==> src/ax25_pkg.sv <==
// Shared types, constants and the CRC helper of the AX.25 HDLC framer.
package ax25_pkg;

   // Depth of the command queue between the front and the back end.
   localparam int unsigned CMD_FIFO_DEPTH = 2;

   localparam logic [15:0] CRC_POLY  = 16'h8408;
   localparam logic [15:0] CRC_INIT  = 16'hFFFF;
   localparam logic [7:0]  FLAG_BYTE = 8'h7E;
   localparam logic [2:0]  STUFF_RUN = 3'd5;
   localparam logic [2:0]  ONES_MAX  = 3'd7;

   typedef enum logic [1:0] {
      OP_START = 2'd0,
      OP_FLAG  = 2'd1,
      OP_DATA  = 2'd2,
      OP_FCS   = 2'd3
   } opcode_type;

   // One serializer command: up to sixteen bits, sent LSB first.
   typedef struct packed {
      logic        start;  // frame start: one leading symbol, line state cleared
      logic        flag;   // no bit stuffing
      logic        wide;   // sixteen bits instead of eight
      logic [15:0] bits;
   } cmd_type;

   typedef struct packed {
      logic full;
      logic valid;
   } fifo_stat_type;

   // Reflected CRC-16 over one byte, LSB first.
   function automatic logic [15:0] crc_byte(input logic [15:0] crc, input logic [7:0] data);
      logic [15:0] c;
      c = crc;
      for (int i = 0; i < 8; i++) begin
         if (c[0] ^ data[i]) begin
            c = (c >> 1) ^ CRC_POLY;
         end else begin
            c = c >> 1;
         end
      end
      return c;
   endfunction

endpackage

==> src/ax25_front.sv <==
// Front end: accepts opcodes, keeps the frame CRC and queues serializer commands.
module ax25_front (
   input  logic                   clock,
   input  logic                   reset,
   input  logic                   req_tvalid,
   output logic                   req_tready,
   input  logic [7:0]             req_tdata,   // [7:0] data_byte
   input  logic [1:0]             req_tuser,   // [1:0] opcode
   input  ax25_pkg::fifo_stat_type fifo_stat,
   output logic                   push,
   output ax25_pkg::cmd_type      push_cmd
);
   import ax25_pkg::*;

   logic [15:0] crc_ff;
   logic [15:0] crc_in;
   logic        accept;

   assign req_tready = !fifo_stat.full;
   assign accept     = req_tvalid && req_tready;
   assign push       = accept;

   always_comb begin
      crc_in   = crc_ff;
      push_cmd = '0;
      unique case (opcode_type'(req_tuser))
         OP_START: begin
            crc_in         = CRC_INIT;
            push_cmd.start = 1'b1;
         end
         OP_FLAG: begin
            push_cmd.flag = 1'b1;
            push_cmd.bits = {8'h00, FLAG_BYTE};
         end
         OP_DATA: begin
            crc_in        = crc_byte(crc_ff, req_tdata);
            push_cmd.bits = {8'h00, req_tdata};
         end
         OP_FCS: begin
            // Low byte then high byte of the complement; the CRC moves down a byte.
            crc_in        = crc_ff >> 8;
            push_cmd.wide = 1'b1;
            push_cmd.bits = ~crc_ff;
         end
         default: begin
            crc_in = crc_ff;
         end
      endcase
   end

   always_ff @(posedge clock) begin
      if (reset) begin
         crc_ff <= CRC_INIT;
      end else if (accept) begin
         crc_ff <= crc_in;
      end
   end

endmodule

==> src/ax25_cmd_fifo.sv <==
// Small command queue between the front end and the serializer.
module ax25_cmd_fifo #(
   parameter int unsigned Depth = ax25_pkg::CMD_FIFO_DEPTH
) (
   input  logic                    clock,
   input  logic                    reset,
   input  logic                    push,
   input  ax25_pkg::cmd_type       push_cmd,
   input  logic                    pop,
   output ax25_pkg::cmd_type       head_cmd,
   output ax25_pkg::fifo_stat_type stat
);
   import ax25_pkg::*;

   localparam int unsigned PtrW = (Depth > 1) ? $clog2(Depth) : 1;
   localparam int unsigned CntW = $clog2(Depth + 1);
   localparam logic [PtrW-1:0] LastPtr = PtrW'(Depth - 1);
   localparam logic [CntW-1:0] FullCnt = CntW'(Depth);

   cmd_type         entry_ff [Depth];
   logic [PtrW-1:0] wr_ptr_ff;
   logic [PtrW-1:0] rd_ptr_ff;
   logic [CntW-1:0] count_ff;
   logic            do_push;
   logic            do_pop;

   assign stat.full  = (count_ff == FullCnt);
   assign stat.valid = (count_ff != '0);
   assign do_push    = push && !stat.full;
   assign do_pop     = pop && stat.valid;
   assign head_cmd   = entry_ff[rd_ptr_ff];

   always_ff @(posedge clock) begin
      if (do_push) begin
         entry_ff[wr_ptr_ff] <= push_cmd;
      end
   end

   always_ff @(posedge clock) begin
      if (reset) begin
         wr_ptr_ff <= '0;
         rd_ptr_ff <= '0;
         count_ff  <= '0;
      end else begin
         if (do_push) begin
            wr_ptr_ff <= (wr_ptr_ff == LastPtr) ? '0 : wr_ptr_ff + 1'b1;
         end
         if (do_pop) begin
            rd_ptr_ff <= (rd_ptr_ff == LastPtr) ? '0 : rd_ptr_ff + 1'b1;
         end
         if (do_push && !do_pop) begin
            count_ff <= count_ff + 1'b1;
         end else if (do_pop && !do_push) begin
            count_ff <= count_ff - 1'b1;
         end
      end
   end

endmodule

==> src/ax25_back.sv <==
// Back end: bit serializer with stuffing, NRZI tone coding and the result register.
module ax25_back (
   input  logic                    clock,
   input  logic                    reset,
   input  ax25_pkg::fifo_stat_type fifo_stat,
   input  ax25_pkg::cmd_type       head_cmd,
   output logic                    pop,
   output logic                    rsp_tvalid,
   input  logic                    rsp_tready,
   output logic [7:0]              rsp_tdata,   // [0] tone, [1] stuffed, [7:2] zero
   output logic                    rsp_tlast
);
   import ax25_pkg::*;

   logic        busy_ff;
   cmd_type     cmd_ff;
   logic [15:0] shift_ff;
   logic [3:0]  idx_ff;
   logic        pend_ff;
   logic [2:0]  ones_ff;
   logic        tone_ff;
   logic        out_valid_ff;
   logic        out_tone_ff;
   logic        out_stuffed_ff;
   logic        out_last_ff;

   logic        adv;
   logic        emit;
   logic        last_bit;
   logic [2:0]  ones_inc;
   logic        tone_in;
   logic [2:0]  ones_in;
   logic        pend_in;
   logic        sym_tone;
   logic        sym_stuffed;
   logic        sym_last;
   logic        done;
   logic        step;
   logic        load;

   assign adv      = !out_valid_ff || rsp_tready;
   assign emit     = busy_ff && adv;
   assign last_bit = (idx_ff == {cmd_ff.wide, 3'b111});
   assign ones_inc = (ones_ff == ONES_MAX) ? ONES_MAX : ones_ff + 1'b1;
   assign load     = fifo_stat.valid && (!busy_ff || (emit && done));
   assign pop      = load;

   always_comb begin
      tone_in     = tone_ff;
      ones_in     = ones_ff;
      pend_in     = pend_ff;
      sym_tone    = tone_ff;
      sym_stuffed = 1'b0;
      sym_last    = 1'b0;
      done        = 1'b0;
      step        = 1'b0;
      if (pend_ff) begin
         // Stuff zero after the fifth one.
         tone_in     = !tone_ff;
         ones_in     = '0;
         pend_in     = 1'b0;
         sym_tone    = !tone_ff;
         sym_stuffed = 1'b1;
         sym_last    = last_bit;
         done        = last_bit;
         step        = 1'b1;
      end else if (cmd_ff.start) begin
         tone_in  = 1'b0;
         ones_in  = '0;
         sym_tone = 1'b0;
         sym_last = 1'b1;
         done     = 1'b1;
      end else if (!shift_ff[0]) begin
         tone_in  = !tone_ff;
         ones_in  = '0;
         sym_tone = !tone_ff;
         sym_last = last_bit;
         done     = last_bit;
         step     = 1'b1;
      end else begin
         ones_in = ones_inc;
         if (!cmd_ff.flag && ones_inc == STUFF_RUN) begin
            pend_in = 1'b1;
         end else begin
            sym_last = last_bit;
            done     = last_bit;
            step     = 1'b1;
         end
      end
   end

   always_ff @(posedge clock) begin
      if (reset) begin
         busy_ff      <= 1'b0;
         pend_ff      <= 1'b0;
         ones_ff      <= '0;
         tone_ff      <= 1'b0;
         out_valid_ff <= 1'b0;
      end else begin
         // A command only finishes with no stuff zero pending, so pend_ff is
         // already clear whenever the next command loads.
         if (emit) begin
            tone_ff <= tone_in;
            ones_ff <= ones_in;
            pend_ff <= pend_in;
         end
         if (load) begin
            busy_ff <= 1'b1;
         end else if (emit && done) begin
            busy_ff <= 1'b0;
         end
         if (emit) begin
            out_valid_ff <= 1'b1;
         end else if (rsp_tready) begin
            out_valid_ff <= 1'b0;
         end
      end
   end

   always_ff @(posedge clock) begin
      if (load) begin
         cmd_ff   <= head_cmd;
         shift_ff <= head_cmd.bits;
         idx_ff   <= '0;
      end else if (emit && step) begin
         shift_ff <= shift_ff >> 1;
         idx_ff   <= idx_ff + 1'b1;
      end
      if (emit) begin
         out_tone_ff    <= sym_tone;
         out_stuffed_ff <= sym_stuffed;
         out_last_ff    <= sym_last;
      end
   end

   assign rsp_tvalid = out_valid_ff;
   assign rsp_tdata  = {6'b000000, out_stuffed_ff, out_tone_ff};
   assign rsp_tlast  = out_last_ff;

endmodule

==> src/ax25_hdlc_nrzi_framer.sv <==
// The first symbol of a beat passes the queue, command register and output register.
// Throughput: one symbol per cycle while rsp is not stalled; the next command starts
// without a gap: 1 symbol for a frame start, 8 for a flag, 8 to 10 for a data byte,
// 16 to 20 for the FCS; the command queue depth sets how far req can run ahead.
// Reset: synchronous, active high; CRC returns to 0xFFFF, tone and ones count to zero.
module ax25_hdlc_nrzi_framer #(
   parameter int unsigned CmdFifoDepth = ax25_pkg::CMD_FIFO_DEPTH
) (
   input  logic       clock,
   input  logic       reset,
   input  logic       req_tvalid,
   output logic       req_tready,
   input  logic [7:0] req_tdata,   // [7:0] data_byte
   input  logic [1:0] req_tuser,   // [1:0] opcode
   output logic       rsp_tvalid,
   input  logic       rsp_tready,
   output logic [7:0] rsp_tdata,   // [0] tone, [1] stuffed, [7:2] zero
   output logic       rsp_tlast    // last symbol caused by the request beat
);
   import ax25_pkg::*;

   // The front end turns each request beat into a serializer command. It owns the
   // CRC, since the CRC depends only on the order of data bytes and not on stuffing:
   // a start resets it, a data byte updates it, an FCS takes its complement, shifts it.
   logic          push;
   cmd_type       push_cmd;
   logic          pop;
   cmd_type       head_cmd;
   fifo_stat_type fifo_stat;

   ax25_front u_front (
      .clock      (clock),
      .reset      (reset),
      .req_tvalid (req_tvalid),
      .req_tready (req_tready),
      .req_tdata  (req_tdata),
      .req_tuser  (req_tuser),
      .fifo_stat  (fifo_stat),
      .push       (push),
      .push_cmd   (push_cmd)
   );

   // The queue lets the front take the next beat while the serializer is busy.
   ax25_cmd_fifo #(
      .Depth (CmdFifoDepth)
   ) u_cmd_fifo (
      .clock    (clock),
      .reset    (reset),
      .push     (push),
      .push_cmd (push_cmd),
      .pop      (pop),
      .head_cmd (head_cmd),
      .stat     (fifo_stat)
   );

   // The back end holds the line state (tone and run of ones), sends one symbol
   // per cycle into its output register while rsp is not stalled and inserts a stuff
   // zero after five ones outside flags.
   ax25_back u_back (
      .clock      (clock),
      .reset      (reset),
      .fifo_stat  (fifo_stat),
      .head_cmd   (head_cmd),
      .pop        (pop),
      .rsp_tvalid (rsp_tvalid),
      .rsp_tready (rsp_tready),
      .rsp_tdata  (rsp_tdata),
      .rsp_tlast  (rsp_tlast)
   );

endmodule

==> config.mk <==
export PLATFORM = sky130hd
export DESIGN_NAME = ax25_hdlc_nrzi_framer
export DESIGN_NICKNAME = d
export VERILOG_FILES = /design/src/ax25_pkg.sv /design/src/ax25_front.sv /design/src/ax25_cmd_fifo.sv /design/src/ax25_back.sv /design/src/ax25_hdlc_nrzi_framer.sv
export SDC_FILE = /design/constraint.sdc
export NUM_CORES = 1
export LEC_CHECK = 0
export ABC_AREA = 1
export BUFFER_PORTS_ARGS = -buffer_cell sky130_fd_sc_hd__buf_4
export CORE_ASPECT_RATIO = 1.25
export CORE_MARGIN = 10
export CORE_UTILIZATION = 25
export CTS_CLUSTER_SIZE = 24
export DETAILED_ROUTE_END_ITERATION = 10
export SYNTH_ARGS = -nofsm -noshare
export SYNTH_HDL_FRONTEND = slang
export SYNTH_SLANG_ARGS = --single-unit
==> constraint.sdc <==
create_clock -name clock -period 3.82 [get_ports clock]
set_input_delay 0.764 -clock clock [delete_from_list [all_inputs] [get_ports clock]]
set_output_delay 0.764 -clock clock [all_outputs]
set_load 0.02 [all_outputs]
==> results by group <==
Status
  – Status: finished, final reports clean

Yosys
  – Syn Inst Count: 435
  – Post-Syn Area: 4370 sq um
  – Post-synth EDFFs: 60
  – Seq/Total Area, Yosys: 55.9%
  – Ys Warns: 0
  – Register bit total from synthesis: 92
  – Mean Syn Cell Area: 10.0 sq um
  – Asr flop ratio synth: 0%
  – Ys flop type: edfxtp_1
  – Synth cell types: 37

Clock tree
  – Sink Count: 92
  – CTS tree: done
  – Postcts setup bufs: 0
  – Gates resized, CTS repair: 0
  – Hold buffers post-CTS: 0
  – Clk Tree Root Cell: clkbuf_16
  – Clock latency on the worst-skew pair: 0.34 ns
  – Total CTS buffers: 9
  – H-tree levels: 3
  – CTS clk-pin slew, worst paths: 0.07 ns
  – CTS max path bufs: 2

Critical path
  – Crit. End Element: register
  – CP Launch Type: register
  – Critical path arrival: 2.19 ns
  – WS Path Type: register to register
  – Worst EP required: 3.79 ns
  – Critical Path Fanout Max: 35

Finish
  – Area Growth Syn to Fin: 13.4%
  – Commonest non-fill, non-tap cell in the layout: nand2_1
  – N_diodes: 0
  – Layout cell share with drive strength beyond 1: 19.3%
  – # fillers: 1831
  – Nets: 468
  – Most frequent cells in the layout: nand2_1, edfxtp_1, inv_1

Global routing
  – Global-route wire length before repair: 14200 um
  – Vias in the first global route: 2869
  – Total gr overflow: 0
  – Initial antenna violation count: 0
  – Maximum number of pins on one net before global-route repair: 36
  – GRT Resource Usage Total: 7.39%

STA
  – Final Max Slew Viols: 0
  – Final setup fails: 0
  – Skew final: 0.00794 ns
  – Unrepaired setup endpoints after global routing: false
  – Worst Tran Pin Value: 1.02 ns
  – Slew HR: 31.8%
  – Hold Fails Final Rpt: 0
  – Sum Neg Setup Slack: 0 ns
  – Final Cycle Share: 58.2%
  – Min Tclk post-route: 2.22 ns
  – Max Clock Freq: 0.450 GHz
  – Hold WS: 0.485 ns

Run
  – Max Cap Violations: 0

Floorplan
  – Die width: 138 um
  – IO Count: 25
  – Die height: 168 um
  – Die area: 23200 sq um
  – Starting Density: 25.3%
  – Row count: 54
  – CORE AREA: 17300 sq um

Route
  – Initial DRC count: 173
  – Post-route ant nets: 0
  – WL final: 8510 um
  – Router iterations before antenna repair: 4
  – Number of vias in the routed layout: 2921
  – Residual DRC: 0
  – Drt via density: 4.30
  – DR WL/cell: 12.5 um

Place
  – Gpl congestion: 0.909
  – I/O Buffers: 18
  – HPWL Detailed: 6370 um

Pwr
  – Leakage: 1.93 nW
  – Power density over the cells: 696 nW/um^2
  – Peak supply drop: 0.299 mV

Min path
  – Hold Path Class: register to register
[where the power goes]
group	switching, mW	internal [mW]	total [mW]
clock	0.381	0.504	0.885
sequential	0.164	1.41	1.57
combinational	0.644	0.353	0.996
total	1.19	2.26	3.45
[critical path, stage by stage (launching register included)]
cell and delay (ns):
dfxtp_1 0.38, ha_1 0.21, nand2_1 0.07, clkinv_1 0.06
nand3_2 0.07, nand2_2 0.10, nand3_4 0.07, nand2_4 0.11
nand2_8 0.19, nand2_1 0.58
[worst paths after layout]
check                           slack (ns)  cells after the start                            end                           from
worst max-delay path                  1.60                      9  u_back.shift_ff[13]$_DFFE_PP_  u_back.idx_ff[0]$_SDFFE_PP0P_
worst min-delay path                  0.49                      2  u_back.idx_ff[1]$_SDFFE_PP0P_  u_back.idx_ff[1]$_SDFFE_PP0P_
worst max register to register        1.60                      9  u_back.shift_ff[13]$_DFFE_PP_  u_back.idx_ff[0]$_SDFFE_PP0P_
worst min register to register        0.49                      2  u_back.idx_ff[1]$_SDFFE_PP0P_  u_back.idx_ff[1]$_SDFFE_PP0P_
[per-stage QoR]
| stage | std cells | cell area, sq um | util (%) | setup slack (ns) | total power [mW] |
|---|---|---|---|---|---|
| final | 679 | 4950 | 28.6 | 1.60 | 3.45 |
| after global routing | 679 | 4950 | 28.6 | 1.36 | 3.68 |
| after CTS | 679 | 4950 | 28.6 | 1.56 | 3.49 |
| after detailed placement | 663 | 4650 | 26.9 | 1.23 | 2.60 |
| after global placement | 663 | 4650 | 26.9 | 1.30 | 2.57 |
| after floorplan | 440 | 4390 | - | 1.51 | 2.45 |
[metal layers]
metal / track usage, % / share of wire (%) / up-vias / wire (um)
met1: 7.95 / 42 / 1383 / 3620
met5: 0 / 0 / - / 0
met3: 1.75 / 2.8 / 13 / 237
met4: 3.81 / 2.0 / 0 / 174
met2: 13.2 / 53 / 44 / 4480
li1: - / - / 1481 / -
[flip-flops by register name, summed over array words and instances (netlist names), 2 cells and up, named ones only]
signal	count
u_cmd_fifo.entry_ff	38
u_back.idx_ff	4
u_cmd_fifo.count_ff	2
u_front.crc_ff	16
u_back.shift_ff	16
u_back.cmd_ff	3
u_back.ones_ff	3
[synth_stat cells (2+ instances only)]
library cell / number / area, sq um
nand3_2: 2 / 20.0
nand3_1: 20 / 100
a21oi_2: 2 / 17.5
dfxtp_1: 32 / 641
nand4_1: 2 / 12.5
o211ai_1: 7 / 52.6
o21ai_0: 19 / 95.1
ha_1: 4 / 50.1
buf_12: 3 / 60.1
xnor2_1: 5 / 43.8
o21ai_2: 15 / 131
inv_2: 5 / 18.8
inv_1: 34 / 128
mux2i_1: 15 / 150
nor2_4: 2 / 22.5
o221ai_1: 3 / 26.3
nor2_2: 3 / 18.8
a21oi_1: 24 / 120
buf_2: 5 / 25.0
nand2_2: 17 / 106
clkinv_1: 2 / 7.51
nor3_1: 3 / 15.0
clkbuf_1: 4 / 15.0
nor2_1: 22 / 82.6
xor2_1: 7 / 61.3
edfxtp_1: 60 / 1800
buf_4: 9 / 67.6
nand2_1: 100 / 375
[cell families (layout without fill, tap and decap cells)]
logic type | Yosys count | count (layout) | synth area share (%)
adders and majority gates | 4 | 4 | 1.15
DFF | 92 | 92 | 55.9
buffers and inverters | 63 | 78 | 7.56
muxes | 15 | 15 | 3.44
and+or+nand+nor | 175 | 175 | 18.5
xor gates and xnor gates | 13 | 13 | 2.78
other | 1 | 6 | 0.0859
AOI/OAI and AO/OA | 72 | 72 | 10.6
[cell type report]
cell class / instances / area, sq um / share of cell area (%)
clock buffer: 11 / 264 / 5.33
timing repair buffer: 20 / 150 / 3.03
multi-input combinational: 285 / 1610 / 32.6
inverter: 42 / 163 / 3.28
clock inverter: 5 / 41.3 / 0.833
sequential: 92 / 2440 / 49.3
tap: 224 / 280 / 5.66
(Power assumes the default switching activity.)
